`config.mk`:
```
export PLATFORM = sky130hd
export DESIGN_NAME = priority_task_scheduler_flat
export DESIGN_NICKNAME = d
export VERILOG_FILES = /design/src/rtl/pts_pkg.sv /design/src/rtl/pts_req_if.sv /design/src/rtl/pts_rsp_if.sv /design/src/rtl/pts_cell.sv /design/src/rtl/pts_queue.sv /design/src/rtl/priority_task_scheduler.sv /design/src/flat_wrapper.sv
export SDC_FILE = /design/constraint.sdc
export NUM_CORES = 2
export LEC_CHECK = 0
export ABC_AREA = 1
export BUFFER_PORTS_ARGS = -buffer_cell sky130_fd_sc_hd__buf_2
export CAP_MARGIN = 20
export CORE_MARGIN = 5
export CORE_UTILIZATION = 45
export DETAILED_ROUTE_END_ITERATION = 10
export SLEW_MARGIN = 30
export SYNTH_ARGS = -nofsm -noshare
export SYNTH_HDL_FRONTEND = slang
export SYNTH_SLANG_ARGS = --single-unit
```
`constraint.sdc`:
```
create_clock -name clock -period 15.7 [get_ports clock]
set_input_delay 0.785 -clock clock [delete_from_list [all_inputs] [get_ports clock]]
set_output_delay 0.785 -clock clock [all_outputs]
set_load 0.01 [all_outputs]
```
`src/rtl/pts_pkg.sv`:
```
// Package for the priority task scheduler.
// Request and status codes, controller states and the queue command struct.
// No dependencies.
package pts_pkg;

   typedef enum logic [2:0] {
      REQ_CREATE = 3'd0,
      REQ_TICK   = 3'd1,
      REQ_SLEEP  = 3'd2,
      REQ_EXIT   = 3'd3,
      REQ_SWITCH = 3'd4
   } req_code_type;

   typedef enum logic [1:0] {
      ST_OK      = 2'd0,
      ST_FULL    = 2'd1,
      ST_BAD     = 2'd2,
      ST_NO_TASK = 2'd3
   } status_code_type;

   typedef enum logic [2:0] {
      S_IDLE,
      S_WAKE,
      S_POP,
      S_DONE
   } state_type;

   typedef struct packed {
      logic push;
      logic pop;
   } queue_cmd_type;

   localparam logic [15:0] MIN_STACK = 16'd32;

endpackage

```
`src/rtl/pts_req_if.sv`:
```
// Request channel of the priority task scheduler.
// Depends on nothing.
interface pts_req_if;
   logic        valid;
   logic        ready;
   logic [2:0]  req_type;
   logic [7:0]  task_priority;
   logic [15:0] stack_size;
   logic [31:0] sleep_ticks;

   modport source (output valid, req_type, task_priority, stack_size, sleep_ticks,
                   input ready);
   modport sink (input valid, req_type, task_priority, stack_size, sleep_ticks,
                 output ready);
endinterface

```
`src/rtl/pts_rsp_if.sv`:
```
// Response channel of the priority task scheduler.
// Depends on nothing.
interface pts_rsp_if;
   logic        valid;
   logic        ready;
   logic [1:0]  status;
   logic [3:0]  new_task_id;
   logic        running_valid;
   logic [3:0]  running_id;
   logic        switch_request;
   logic [31:0] tick_now;

   modport source (output valid, status, new_task_id, running_valid, running_id,
                   switch_request, tick_now, input ready);
   modport sink (input valid, status, new_task_id, running_valid, running_id,
                 switch_request, tick_now, output ready);
endinterface

```
`src/rtl/pts_cell.sv`:
```
// One slot of a sorted queue: holds key and data, takes from a neighbour.
// Depends on pts_pkg.
module pts_cell #(
   parameter int KEY_W  = 8,
   parameter int DATA_W = 4
) (
   input  logic                  clock,
   input  logic                  reset,
   input  pts_pkg::queue_cmd_type cmd,
   input  logic [KEY_W-1:0]      new_key,
   input  logic [DATA_W-1:0]     new_data,
   input  logic                  left_valid,
   input  logic [KEY_W-1:0]      left_key,
   input  logic [DATA_W-1:0]     left_data,
   input  logic                  left_after,
   input  logic                  right_valid,
   input  logic [KEY_W-1:0]      right_key,
   input  logic [DATA_W-1:0]     right_data,
   output logic                  valid,
   output logic [KEY_W-1:0]      key,
   output logic [DATA_W-1:0]     data,
   output logic                  after
);
   import pts_pkg::*;

   logic              valid_ff, valid_in;
   logic [KEY_W-1:0]  key_ff, key_in;
   logic [DATA_W-1:0] data_ff, data_in;

   // new entry goes behind every entry with key <= its own
   assign after = valid_ff && (key_ff <= new_key);

   always_comb begin
      valid_in = valid_ff;
      key_in   = key_ff;
      data_in  = data_ff;
      if (cmd.push) begin
         if (!after) begin
            if (left_after) begin
               valid_in = 1'b1;
               key_in   = new_key;
               data_in  = new_data;
            end else begin
               valid_in = left_valid;
               key_in   = left_key;
               data_in  = left_data;
            end
         end
      end else if (cmd.pop) begin
         valid_in = right_valid;
         key_in   = right_key;
         data_in  = right_data;
      end
   end

   always_ff @(posedge clock) begin
      if (reset) begin
         valid_ff <= 1'b0;
      end else begin
         valid_ff <= valid_in;
      end
      key_ff  <= key_in;
      data_ff <= data_in;
   end

   assign valid = valid_ff;
   assign key   = key_ff;
   assign data  = data_ff;
endmodule

```
`src/rtl/pts_queue.sv`:
```
// Sorted queue built as a row of pts_cell slots, head at slot 0.
// Depends on pts_pkg and pts_cell.
module pts_queue #(
   parameter int DEPTH  = 16,
   parameter int KEY_W  = 8,
   parameter int DATA_W = 4
) (
   input  logic                   clock,
   input  logic                   reset,
   input  pts_pkg::queue_cmd_type cmd,
   input  logic [KEY_W-1:0]       new_key,
   input  logic [DATA_W-1:0]      new_data,
   output logic                   head_valid,
   output logic [KEY_W-1:0]       head_key,
   output logic [DATA_W-1:0]      head_data
);
   import pts_pkg::*;

   logic              vld [DEPTH];
   logic [KEY_W-1:0]  keys [DEPTH];
   logic [DATA_W-1:0] dats [DEPTH];
   logic              aft [DEPTH];

   for (genvar i = 0; i < DEPTH; i++) begin : g_cell
      logic              lv, la, rv;
      logic [KEY_W-1:0]  lk, rk;
      logic [DATA_W-1:0] ld, rd;
      if (i == 0) begin : g_first
         assign lv = 1'b0;
         assign la = 1'b1;
         assign lk = '0;
         assign ld = '0;
      end else begin : g_mid
         assign lv = vld[i-1];
         assign la = aft[i-1];
         assign lk = keys[i-1];
         assign ld = dats[i-1];
      end
      if (i == DEPTH-1) begin : g_last
         assign rv = 1'b0;
         assign rk = '0;
         assign rd = '0;
      end else begin : g_inner
         assign rv = vld[i+1];
         assign rk = keys[i+1];
         assign rd = dats[i+1];
      end
      pts_cell #(.KEY_W(KEY_W), .DATA_W(DATA_W)) u_cell (
         .clock(clock), .reset(reset), .cmd(cmd),
         .new_key(new_key), .new_data(new_data),
         .left_valid(lv), .left_key(lk), .left_data(ld), .left_after(la),
         .right_valid(rv), .right_key(rk), .right_data(rd),
         .valid(vld[i]), .key(keys[i]), .data(dats[i]), .after(aft[i])
      );
   end

   assign head_valid = vld[0];
   assign head_key   = keys[0];
   assign head_data  = dats[0];
endmodule

```
`src/rtl/priority_task_scheduler.sv`:
```
// Top level of the priority task scheduler.
// Depends on pts_pkg, pts_req_if, pts_rsp_if and pts_queue.
//
// One request is handled at a time and gives one response. Create, sleep, exit
// and bad codes go from S_IDLE through S_DONE to the response register; switch
// passes S_POP and a tick the S_WAKE loop before S_DONE. The wake loop moves one
// sleeper a cycle from the head of the sleep queue into the ready queue. Both
// queues are rows of sorted slots that insert or pop in a single registered step.
module priority_task_scheduler #(
   parameter int MAX_TASKS  = 16,
   parameter int TICK_WIDTH = 32
) (
   input  logic   clock,
   input  logic   reset,
   pts_req_if.sink   req_chan,
   pts_rsp_if.source rsp_chan
);
   import pts_pkg::*;

   localparam int ID_W  = (MAX_TASKS > 1) ? $clog2(MAX_TASKS) : 1;
   localparam int CNT_W = $clog2(MAX_TASKS + 1);

   state_type             state_ff, state_in;
   logic [TICK_WIDTH-1:0] tick_ff, tick_in;
   logic [CNT_W-1:0]      created_ff, created_in;
   logic                  live_ff, live_in;
   logic [ID_W-1:0]       run_id_ff, run_id_in;
   logic [7:0]            run_prio_ff, run_prio_in;
   logic [1:0]            status_ff, status_in;
   logic [ID_W-1:0]       new_id_ff, new_id_in;
   logic                  sw_ff, sw_in;
   logic                  rsp_valid_ff, rsp_valid_in;
   logic [1:0]            o_status_ff, o_status_in;
   logic [3:0]            o_new_id_ff, o_new_id_in;
   logic                  o_run_valid_ff, o_run_valid_in;
   logic [3:0]            o_run_id_ff, o_run_id_in;
   logic                  o_sw_ff, o_sw_in;
   logic [31:0]           o_tick_ff, o_tick_in;

   queue_cmd_type         rdy_cmd, slp_cmd;
   logic [7:0]            rdy_key;
   logic [ID_W-1:0]       rdy_data;
   logic                  rdy_hv;
   logic [7:0]            rdy_hk;
   logic [ID_W-1:0]       rdy_hd;
   logic [TICK_WIDTH-1:0] slp_key;
   logic [ID_W+7:0]       slp_data;
   logic                  slp_hv;
   logic [TICK_WIDTH-1:0] slp_hk;
   logic [ID_W+7:0]       slp_hd;

   pts_queue #(.DEPTH(MAX_TASKS), .KEY_W(8), .DATA_W(ID_W)) u_ready (
      .clock(clock), .reset(reset), .cmd(rdy_cmd), .new_key(rdy_key),
      .new_data(rdy_data), .head_valid(rdy_hv), .head_key(rdy_hk), .head_data(rdy_hd)
   );

   pts_queue #(.DEPTH(MAX_TASKS), .KEY_W(TICK_WIDTH), .DATA_W(ID_W + 8)) u_sleep (
      .clock(clock), .reset(reset), .cmd(slp_cmd), .new_key(slp_key),
      .new_data(slp_data), .head_valid(slp_hv), .head_key(slp_hk), .head_data(slp_hd)
   );

   assign req_chan.ready = (state_ff == S_IDLE);

   always_comb begin
      state_in       = state_ff;
      tick_in        = tick_ff;
      created_in     = created_ff;
      live_in        = live_ff;
      run_id_in      = run_id_ff;
      run_prio_in    = run_prio_ff;
      status_in      = status_ff;
      new_id_in      = new_id_ff;
      sw_in          = sw_ff;
      rsp_valid_in   = rsp_valid_ff && !rsp_chan.ready;
      o_status_in    = o_status_ff;
      o_new_id_in    = o_new_id_ff;
      o_run_valid_in = o_run_valid_ff;
      o_run_id_in    = o_run_id_ff;
      o_sw_in        = o_sw_ff;
      o_tick_in      = o_tick_ff;
      rdy_cmd        = '0;
      slp_cmd        = '0;
      rdy_key        = run_prio_ff;
      rdy_data       = run_id_ff;
      slp_key        = tick_ff + TICK_WIDTH'(req_chan.sleep_ticks);
      slp_data       = {run_prio_ff, run_id_ff};
      unique case (state_ff)
         S_IDLE: begin
            if (req_chan.valid) begin
               status_in = ST_OK;
               new_id_in = '0;
               sw_in     = 1'b0;
               state_in  = S_DONE;
               unique case (req_chan.req_type)
                  REQ_CREATE: begin
                     if (req_chan.stack_size < MIN_STACK) begin
                        status_in = ST_BAD;
                     end else if (created_ff >= CNT_W'(MAX_TASKS)) begin
                        status_in = ST_FULL;
                     end else begin
                        rdy_cmd.push = 1'b1;
                        rdy_key      = req_chan.task_priority;
                        rdy_data     = ID_W'(created_ff);
                        new_id_in    = ID_W'(created_ff);
                        created_in   = created_ff + CNT_W'(1);
                     end
                  end
                  REQ_TICK: begin
                     tick_in  = tick_ff + TICK_WIDTH'(1);
                     state_in = S_WAKE;
                  end
                  REQ_SLEEP: begin
                     if (!live_ff) begin
                        status_in = ST_NO_TASK;
                     end else begin
                        slp_cmd.push = 1'b1;
                        live_in      = 1'b0;
                        sw_in        = 1'b1;
                     end
                  end
                  REQ_EXIT: begin
                     if (!live_ff) begin
                        status_in = ST_NO_TASK;
                     end else begin
                        live_in = 1'b0;
                        sw_in   = 1'b1;
                     end
                  end
                  REQ_SWITCH: begin
                     if (live_ff) begin
                        rdy_cmd.push = 1'b1;
                        live_in      = 1'b0;
                     end
                     state_in = S_POP;
                  end
                  default: begin
                     status_in = ST_BAD;
                  end
               endcase
            end
         end
         S_WAKE: begin
            if (slp_hv && (slp_hk <= tick_ff)) begin
               slp_cmd.pop  = 1'b1;
               rdy_cmd.push = 1'b1;
               rdy_key      = slp_hd[ID_W +: 8];
               rdy_data     = slp_hd[ID_W-1:0];
            end else begin
               sw_in    = rdy_hv && live_ff && (rdy_hk < run_prio_ff);
               state_in = S_DONE;
            end
         end
         S_POP: begin
            if (rdy_hv) begin
               rdy_cmd.pop = 1'b1;
               live_in     = 1'b1;
               run_id_in   = rdy_hd;
               run_prio_in = rdy_hk;
            end
            state_in = S_DONE;
         end
         S_DONE: begin
            if (!rsp_valid_ff || rsp_chan.ready) begin
               rsp_valid_in   = 1'b1;
               o_status_in    = status_ff;
               o_new_id_in    = 4'(new_id_ff);
               o_run_valid_in = live_ff;
               o_run_id_in    = live_ff ? 4'(run_id_ff) : 4'd0;
               o_sw_in        = sw_ff;
               o_tick_in      = 32'(tick_ff);
               state_in       = S_IDLE;
            end
         end
         default: begin
            state_in = S_IDLE;
         end
      endcase
   end

   always_ff @(posedge clock) begin
      if (reset) begin
         state_ff     <= S_IDLE;
         tick_ff      <= '0;
         created_ff   <= '0;
         live_ff      <= 1'b0;
         rsp_valid_ff <= 1'b0;
      end else begin
         state_ff     <= state_in;
         tick_ff      <= tick_in;
         created_ff   <= created_in;
         live_ff      <= live_in;
         rsp_valid_ff <= rsp_valid_in;
      end
      run_id_ff      <= run_id_in;
      run_prio_ff    <= run_prio_in;
      status_ff      <= status_in;
      new_id_ff      <= new_id_in;
      sw_ff          <= sw_in;
      o_status_ff    <= o_status_in;
      o_new_id_ff    <= o_new_id_in;
      o_run_valid_ff <= o_run_valid_in;
      o_run_id_ff    <= o_run_id_in;
      o_sw_ff        <= o_sw_in;
      o_tick_ff      <= o_tick_in;
   end

   assign rsp_chan.valid          = rsp_valid_ff;
   assign rsp_chan.status         = o_status_ff;
   assign rsp_chan.new_task_id    = o_new_id_ff;
   assign rsp_chan.running_valid  = o_run_valid_ff;
   assign rsp_chan.running_id     = o_run_id_ff;
   assign rsp_chan.switch_request = o_sw_ff;
   assign rsp_chan.tick_now       = o_tick_ff;

   a_idle_id : assert property (@(posedge clock) disable iff (reset)
      rsp_chan.valid && !rsp_chan.running_valid |-> rsp_chan.running_id == 4'd0)
      else $error("running id set with no running task");

   a_sw_ok : assert property (@(posedge clock) disable iff (reset)
      rsp_chan.valid && rsp_chan.switch_request |-> rsp_chan.status == ST_OK)
      else $error("switch request on failed request");

   a_id_ok : assert property (@(posedge clock) disable iff (reset)
      rsp_chan.valid && rsp_chan.new_task_id != 4'd0 |-> rsp_chan.status == ST_OK)
      else $error("task id on failed request");

   a_wake_tick : assert property (@(posedge clock) disable iff (reset)
      state_ff == S_WAKE |=> tick_ff == $past(tick_ff))
      else $error("tick moved during wake loop");
endmodule
```
`src/flat_wrapper.sv`:
```
// flat-port wrapper written by rule: the top's interface ports become plain ports
module priority_task_scheduler_flat import pts_pkg::*;
#(
   parameter int MAX_TASKS  = 16,
   parameter int TICK_WIDTH = 32
)
  (clock, reset, req_chan_valid, req_chan_req_type, req_chan_task_priority, req_chan_stack_size, req_chan_sleep_ticks, req_chan_ready, rsp_chan_valid, rsp_chan_status, rsp_chan_new_task_id, rsp_chan_running_valid, rsp_chan_running_id, rsp_chan_switch_request, rsp_chan_tick_now, rsp_chan_ready);
  pts_req_if req_chan_i ();
  pts_rsp_if rsp_chan_i ();
  input  logic clock;
  input  logic reset;
  input wire logic [$bits(req_chan_i.valid)-1:0] req_chan_valid;
  input wire logic [$bits(req_chan_i.req_type)-1:0] req_chan_req_type;
  input wire logic [$bits(req_chan_i.task_priority)-1:0] req_chan_task_priority;
  input wire logic [$bits(req_chan_i.stack_size)-1:0] req_chan_stack_size;
  input wire logic [$bits(req_chan_i.sleep_ticks)-1:0] req_chan_sleep_ticks;
  output wire logic [$bits(req_chan_i.ready)-1:0] req_chan_ready;
  output wire logic [$bits(rsp_chan_i.valid)-1:0] rsp_chan_valid;
  output wire logic [$bits(rsp_chan_i.status)-1:0] rsp_chan_status;
  output wire logic [$bits(rsp_chan_i.new_task_id)-1:0] rsp_chan_new_task_id;
  output wire logic [$bits(rsp_chan_i.running_valid)-1:0] rsp_chan_running_valid;
  output wire logic [$bits(rsp_chan_i.running_id)-1:0] rsp_chan_running_id;
  output wire logic [$bits(rsp_chan_i.switch_request)-1:0] rsp_chan_switch_request;
  output wire logic [$bits(rsp_chan_i.tick_now)-1:0] rsp_chan_tick_now;
  input wire logic [$bits(rsp_chan_i.ready)-1:0] rsp_chan_ready;
  assign req_chan_i.valid = req_chan_valid;
  assign req_chan_i.req_type = req_chan_req_type;
  assign req_chan_i.task_priority = req_chan_task_priority;
  assign req_chan_i.stack_size = req_chan_stack_size;
  assign req_chan_i.sleep_ticks = req_chan_sleep_ticks;
  assign req_chan_ready = req_chan_i.ready;
  assign rsp_chan_valid = rsp_chan_i.valid;
  assign rsp_chan_status = rsp_chan_i.status;
  assign rsp_chan_new_task_id = rsp_chan_i.new_task_id;
  assign rsp_chan_running_valid = rsp_chan_i.running_valid;
  assign rsp_chan_running_id = rsp_chan_i.running_id;
  assign rsp_chan_switch_request = rsp_chan_i.switch_request;
  assign rsp_chan_tick_now = rsp_chan_i.tick_now;
  assign rsp_chan_i.ready = rsp_chan_ready;
  priority_task_scheduler #(.MAX_TASKS(MAX_TASKS), .TICK_WIDTH(TICK_WIDTH)) u_core (.clock(clock), .reset(reset), .req_chan(req_chan_i), .rsp_chan(rsp_chan_i));
endmodule
```
==> out/metrics.yaml <==
min_path:
  hp-class: "input pin to flop"
  hold_path_end: "u_core.rsp_chan.valid"
  min_path_cells: 4
  hp-start: "rsp_chan_ready"
placement:
  place_hpwl_mm: 157.3
  preCtsSetupSlack_ns: 8.048
  gp_congestion: 0.9027
  io_buffers: 103
layout:
  multi_input_area_sq_um: 31350
  layout-drive-gt1-share: 0.06963
  fillers: 13820
  mostFrequentLayoutCell: "nand2_1"
  seqCellArea_sq_um: 30260
  num-nets-final: 8287
  area_delta_synth_final_pct: 10.29
  layout_common_cells: "nand2_1, edfxtp_1, ha_1"
  fin_util: 0.5000
logic_synthesis:
  ys_seq_elements: 1032
  synth_area_sq_um: 65120
  yosysWarnings: 0
  synth_edf_count: 959
  synth_top_cell_area_share: 0.4422
  synth_cell_types: 63
  syn_avg_cell_area_sq_um: 8.678
  ys_seq_area_frac: 0.4647
  netlist_instances: 7504
  yosysTopAreaCell: "edfxtp_1"
  synth-main-ff-cell: "edfxtp_1"
  synth_area_leaders: "edfxtp_1, nand2_1, ha_1"
  postSynthNetCount: 8270
  async_reset_ff_frac: 0
pwr:
  p_clk_frac: 0.390
  p_int_w: 0.005089
  power_switching_w: 0.002187
  ir_drop_mv: 0.1078
  seq_power_share: 0.424
  p_comb_frac: 0.186
  switching_share: 0.3006
  power_leakage_nw: 33.47
  power_density_nw_per_um2: 101.3
timing:
  fin_crit_ns: 7.212
  worst_pin_slew_ns: 1.027
  relSlewSlack: 0.3059
  grt_setup_unrepaired: "no"
  drv_slew: 0
  clock-skew-final_ns: 0.08032
  tns_ns: 0
  max_freq_mhz: 138.6
  layout_setup_ws_ns: 8.488
  hold_violations: 0
  min_period_over_period: 0.4594
  setup_viol: 0
critical_path:
  critical_path_arrival_ns: 7.67
  cp-startpoint: "u_core.tick_ff[0]"
  cp_num_buf_inv: 4
  cp_max_fo: 19
  critPathLaunchType: "flop"
  worst-setup-path-type: "flop to flop"
  critPathMaxStageDelay_ns: 0.79
  r2r-end: "u_core.u_sleep.g_cell[12].u_cell.key[13]"
  path_common_cell: "nand2_1"
  reg2reg_slack_ns: 8.49
  cp_top_family: "simple AND/OR/NAND/NOR gates"
  r2r-start: "u_core.tick_ff[0]"
  cp_slowest_cell: "nor4b_1"
  endpoint_kind: "flop"
  required_ns: 16.16
  reg2regPathDepth: 29
route:
  dr.pass1.iters: 6
  drtIter0Drc: 5541
  wirelength_mm: 215.6
  wl_per_cell_um: 22.63
  vias_per_cell: 5.854
  drtAntennaViolNets: 0
  drcViolationCount: 0
  vias: 55790
global_route:
  grt_antenna_before_repair: 3
  grt_pass1_wl_mm: 324.5
  grt_remaining_overflow: 0
  track_usage: 0.2725
  grt_max_degree: 156
  grt_pass1_vias: 54440
outcome:
  status: "complete, no violations"
clocking:
  cts_resized: 0
  hold_buffers: 0
  post_cts.repair.setup_buffers: 0
  cts.sinks: 1032
  cts_max_path_buffers: 3
  cts.reportedPaths.clkPinSlew_ns: 0.06
  clkLatencyLatePin_ns: 0.79
  cts_tree: "built"
  cts_max_level: 3
  ctsRootBufferMaster: "clkbuf_16"
  cts_made_buffers: 119
flow_run:
  drv_cap: 0
floorplan:
  rows: 139
  die_h_um: 390.4
  initial_core_util: 0.4533
  design.core.area_sq_um: 143700
  dieArea_sq_um: 152400
  ioPinCount: 109
  die_w_um: 390.4
-- registers in the layout, summed over array words and instances (netlist names), 2 cells and up --
name and cells:
u_core.run_prio_ff 8, u_core.u_sleep.g_cell.u_cell.key 512, u_core.rsp_chan.new_task_id 4, u_core.rsp_chan.running_id 4, u_core.u_ready.g_cell.u_cell.valid 16, u_core.u_ready.g_cell.u_cell.data 64, u_core.run_id_ff 4, u_core.rsp_chan.tick_now 32
u_core.state_ff 2, u_core.tick_ff 32, u_core.created_ff 5, u_core.new_id_ff 4, u_core.status_ff 2, u_core.u_sleep.g_cell.u_cell.valid 16, u_core.u_ready.g_cell.u_cell.key 128, u_core.rsp_chan.status 2
u_core.u_sleep.g_cell.u_cell.data 192
-- power by group through the flow --
stage / registers [W] / clock network [W] / logic (W)
finish: 0.00309 / 0.00284 / 0.00135
global route: 0.00309 / 0.00299 / 0.00152
CTS: 0.00309 / 0.00288 / 0.00134
detailed placement: 0.00314 / 0 / 0.00133
global placement: 0.00314 / 0 / 0.00128
floorplan: 0.00314 / 0 / 0.000864
-- stage by stage --
step,total power [W],hold slack (ns),cell area [sq um],std cells
6_report,0.007277,0.3615,71820,9530
5_1_grt,0.007595,0.3606,71820,9529
4_1_cts,0.007305,0.3131,71800,9529
3_5_place_dp,0.004470,0.4077,67860,9303
3_3_place_gp,0.004419,0.4177,67840,9303
2_1_floorplan,0.004001,0.4003,65120,7504
-- synthesized netlist by cell type, types with 3 or more instances --
| library cell | count |
|---|---|
| nand3_1 | 100 |
| buf_2 | 43 |
| xnor2_1 | 11 |
| a221oi_1 | 10 |
| o21ai_1 | 12 |
| buf_1 | 11 |
| nor2_4 | 5 |
| o21bai_1 | 8 |
| nor2_1 | 207 |
| nor3_2 | 3 |
| o31ai_1 | 13 |
| or2_2 | 6 |
| clkbuf_1 | 265 |
| clkinv_1 | 5 |
| nand2_1 | 2821 |
| nor3_1 | 59 |
| nand2_2 | 12 |
| o21a_1 | 16 |
| inv_2 | 11 |
| o221ai_1 | 105 |
| nand3_2 | 3 |
| a21o_1 | 7 |
| nand4_1 | 93 |
| nand4_2 | 4 |
| mux2i_1 | 3 |
| a21oi_1 | 367 |
| o211ai_1 | 134 |
| inv_1 | 616 |
| a211oi_1 | 49 |
| dfxtp_1 | 73 |
| xor2_1 | 18 |
| o21ai_0 | 344 |
| buf_4 | 14 |
| o2111ai_1 | 11 |
| edfxtp_1 | 959 |
| nor4_1 | 13 |
| a22oi_1 | 47 |
| nor4b_1 | 6 |
| ha_1 | 702 |
| o221a_2 | 5 |
| a31oi_1 | 14 |
| o22ai_1 | 267 |
-- worst max-delay path by stage --
stage	to	depth (start not counted)	slack, ns
global placement	u_core.u_sleep.g_cell[1].u_cell.key[22]	32	8.16
floorplan	u_core.u_sleep.g_cell[0].u_cell.data[0]	29	9.22
global route	u_core.u_sleep.g_cell[12].u_cell.key[27]	29	7.94
CTS	u_core.u_sleep.g_cell[1].u_cell.key[14]	31	8.54
finish	u_core.u_sleep.g_cell[12].u_cell.key[13]	29	8.49
detailed placement	u_core.u_sleep.g_cell[1].u_cell.key[22]	32	8.05
-- worst min-delay path, cell delays in order --
cell	delay (ns)
buf_2	0.08
inv_1	0.06
nand2_1	0.08
a21oi_1	0.06
-- kinds of logic (layout without fill, tap and decap cells) --
group	after synthesis	in the layout	share of synthesized area
other	0	1	0
AOI/OAI and AO/OA	1426	1426	0.1344
muxes	3	3	0.0004611
adders and majority gates	703	703	0.1352
and+or+nand+nor	3343	3343	0.2037
DFF	1032	1032	0.4647
buffers and inverters	968	1090	0.05768
xor gates and xnor gates	29	29	0.003900
-- per-layer routing --
layer | vias to the layer above | global-route usage | wire length [um]
met1 | 27090 | 0.3864 | 96350
met3 | 397 | 0.03521 | 14480
met2 | 2118 | 0.4260 | 95490
met4 | 2 | 0.1076 | 9305
met5 | - | 0 | 13
li1 | 26190 | - | -
-- area by class of cell --
cell class	count	area share
multi-input cells	5504	0.4364
flip-flops and latches	1032	0.4213
clock buffers	162	0.04538
inverters	633	0.03317
well taps	1903	0.03315
repair buffers	231	0.02113
clock inverters	64	0.009424
diodes	1	0.00003484
Note: power is estimated with default switching activity, not from simulation.
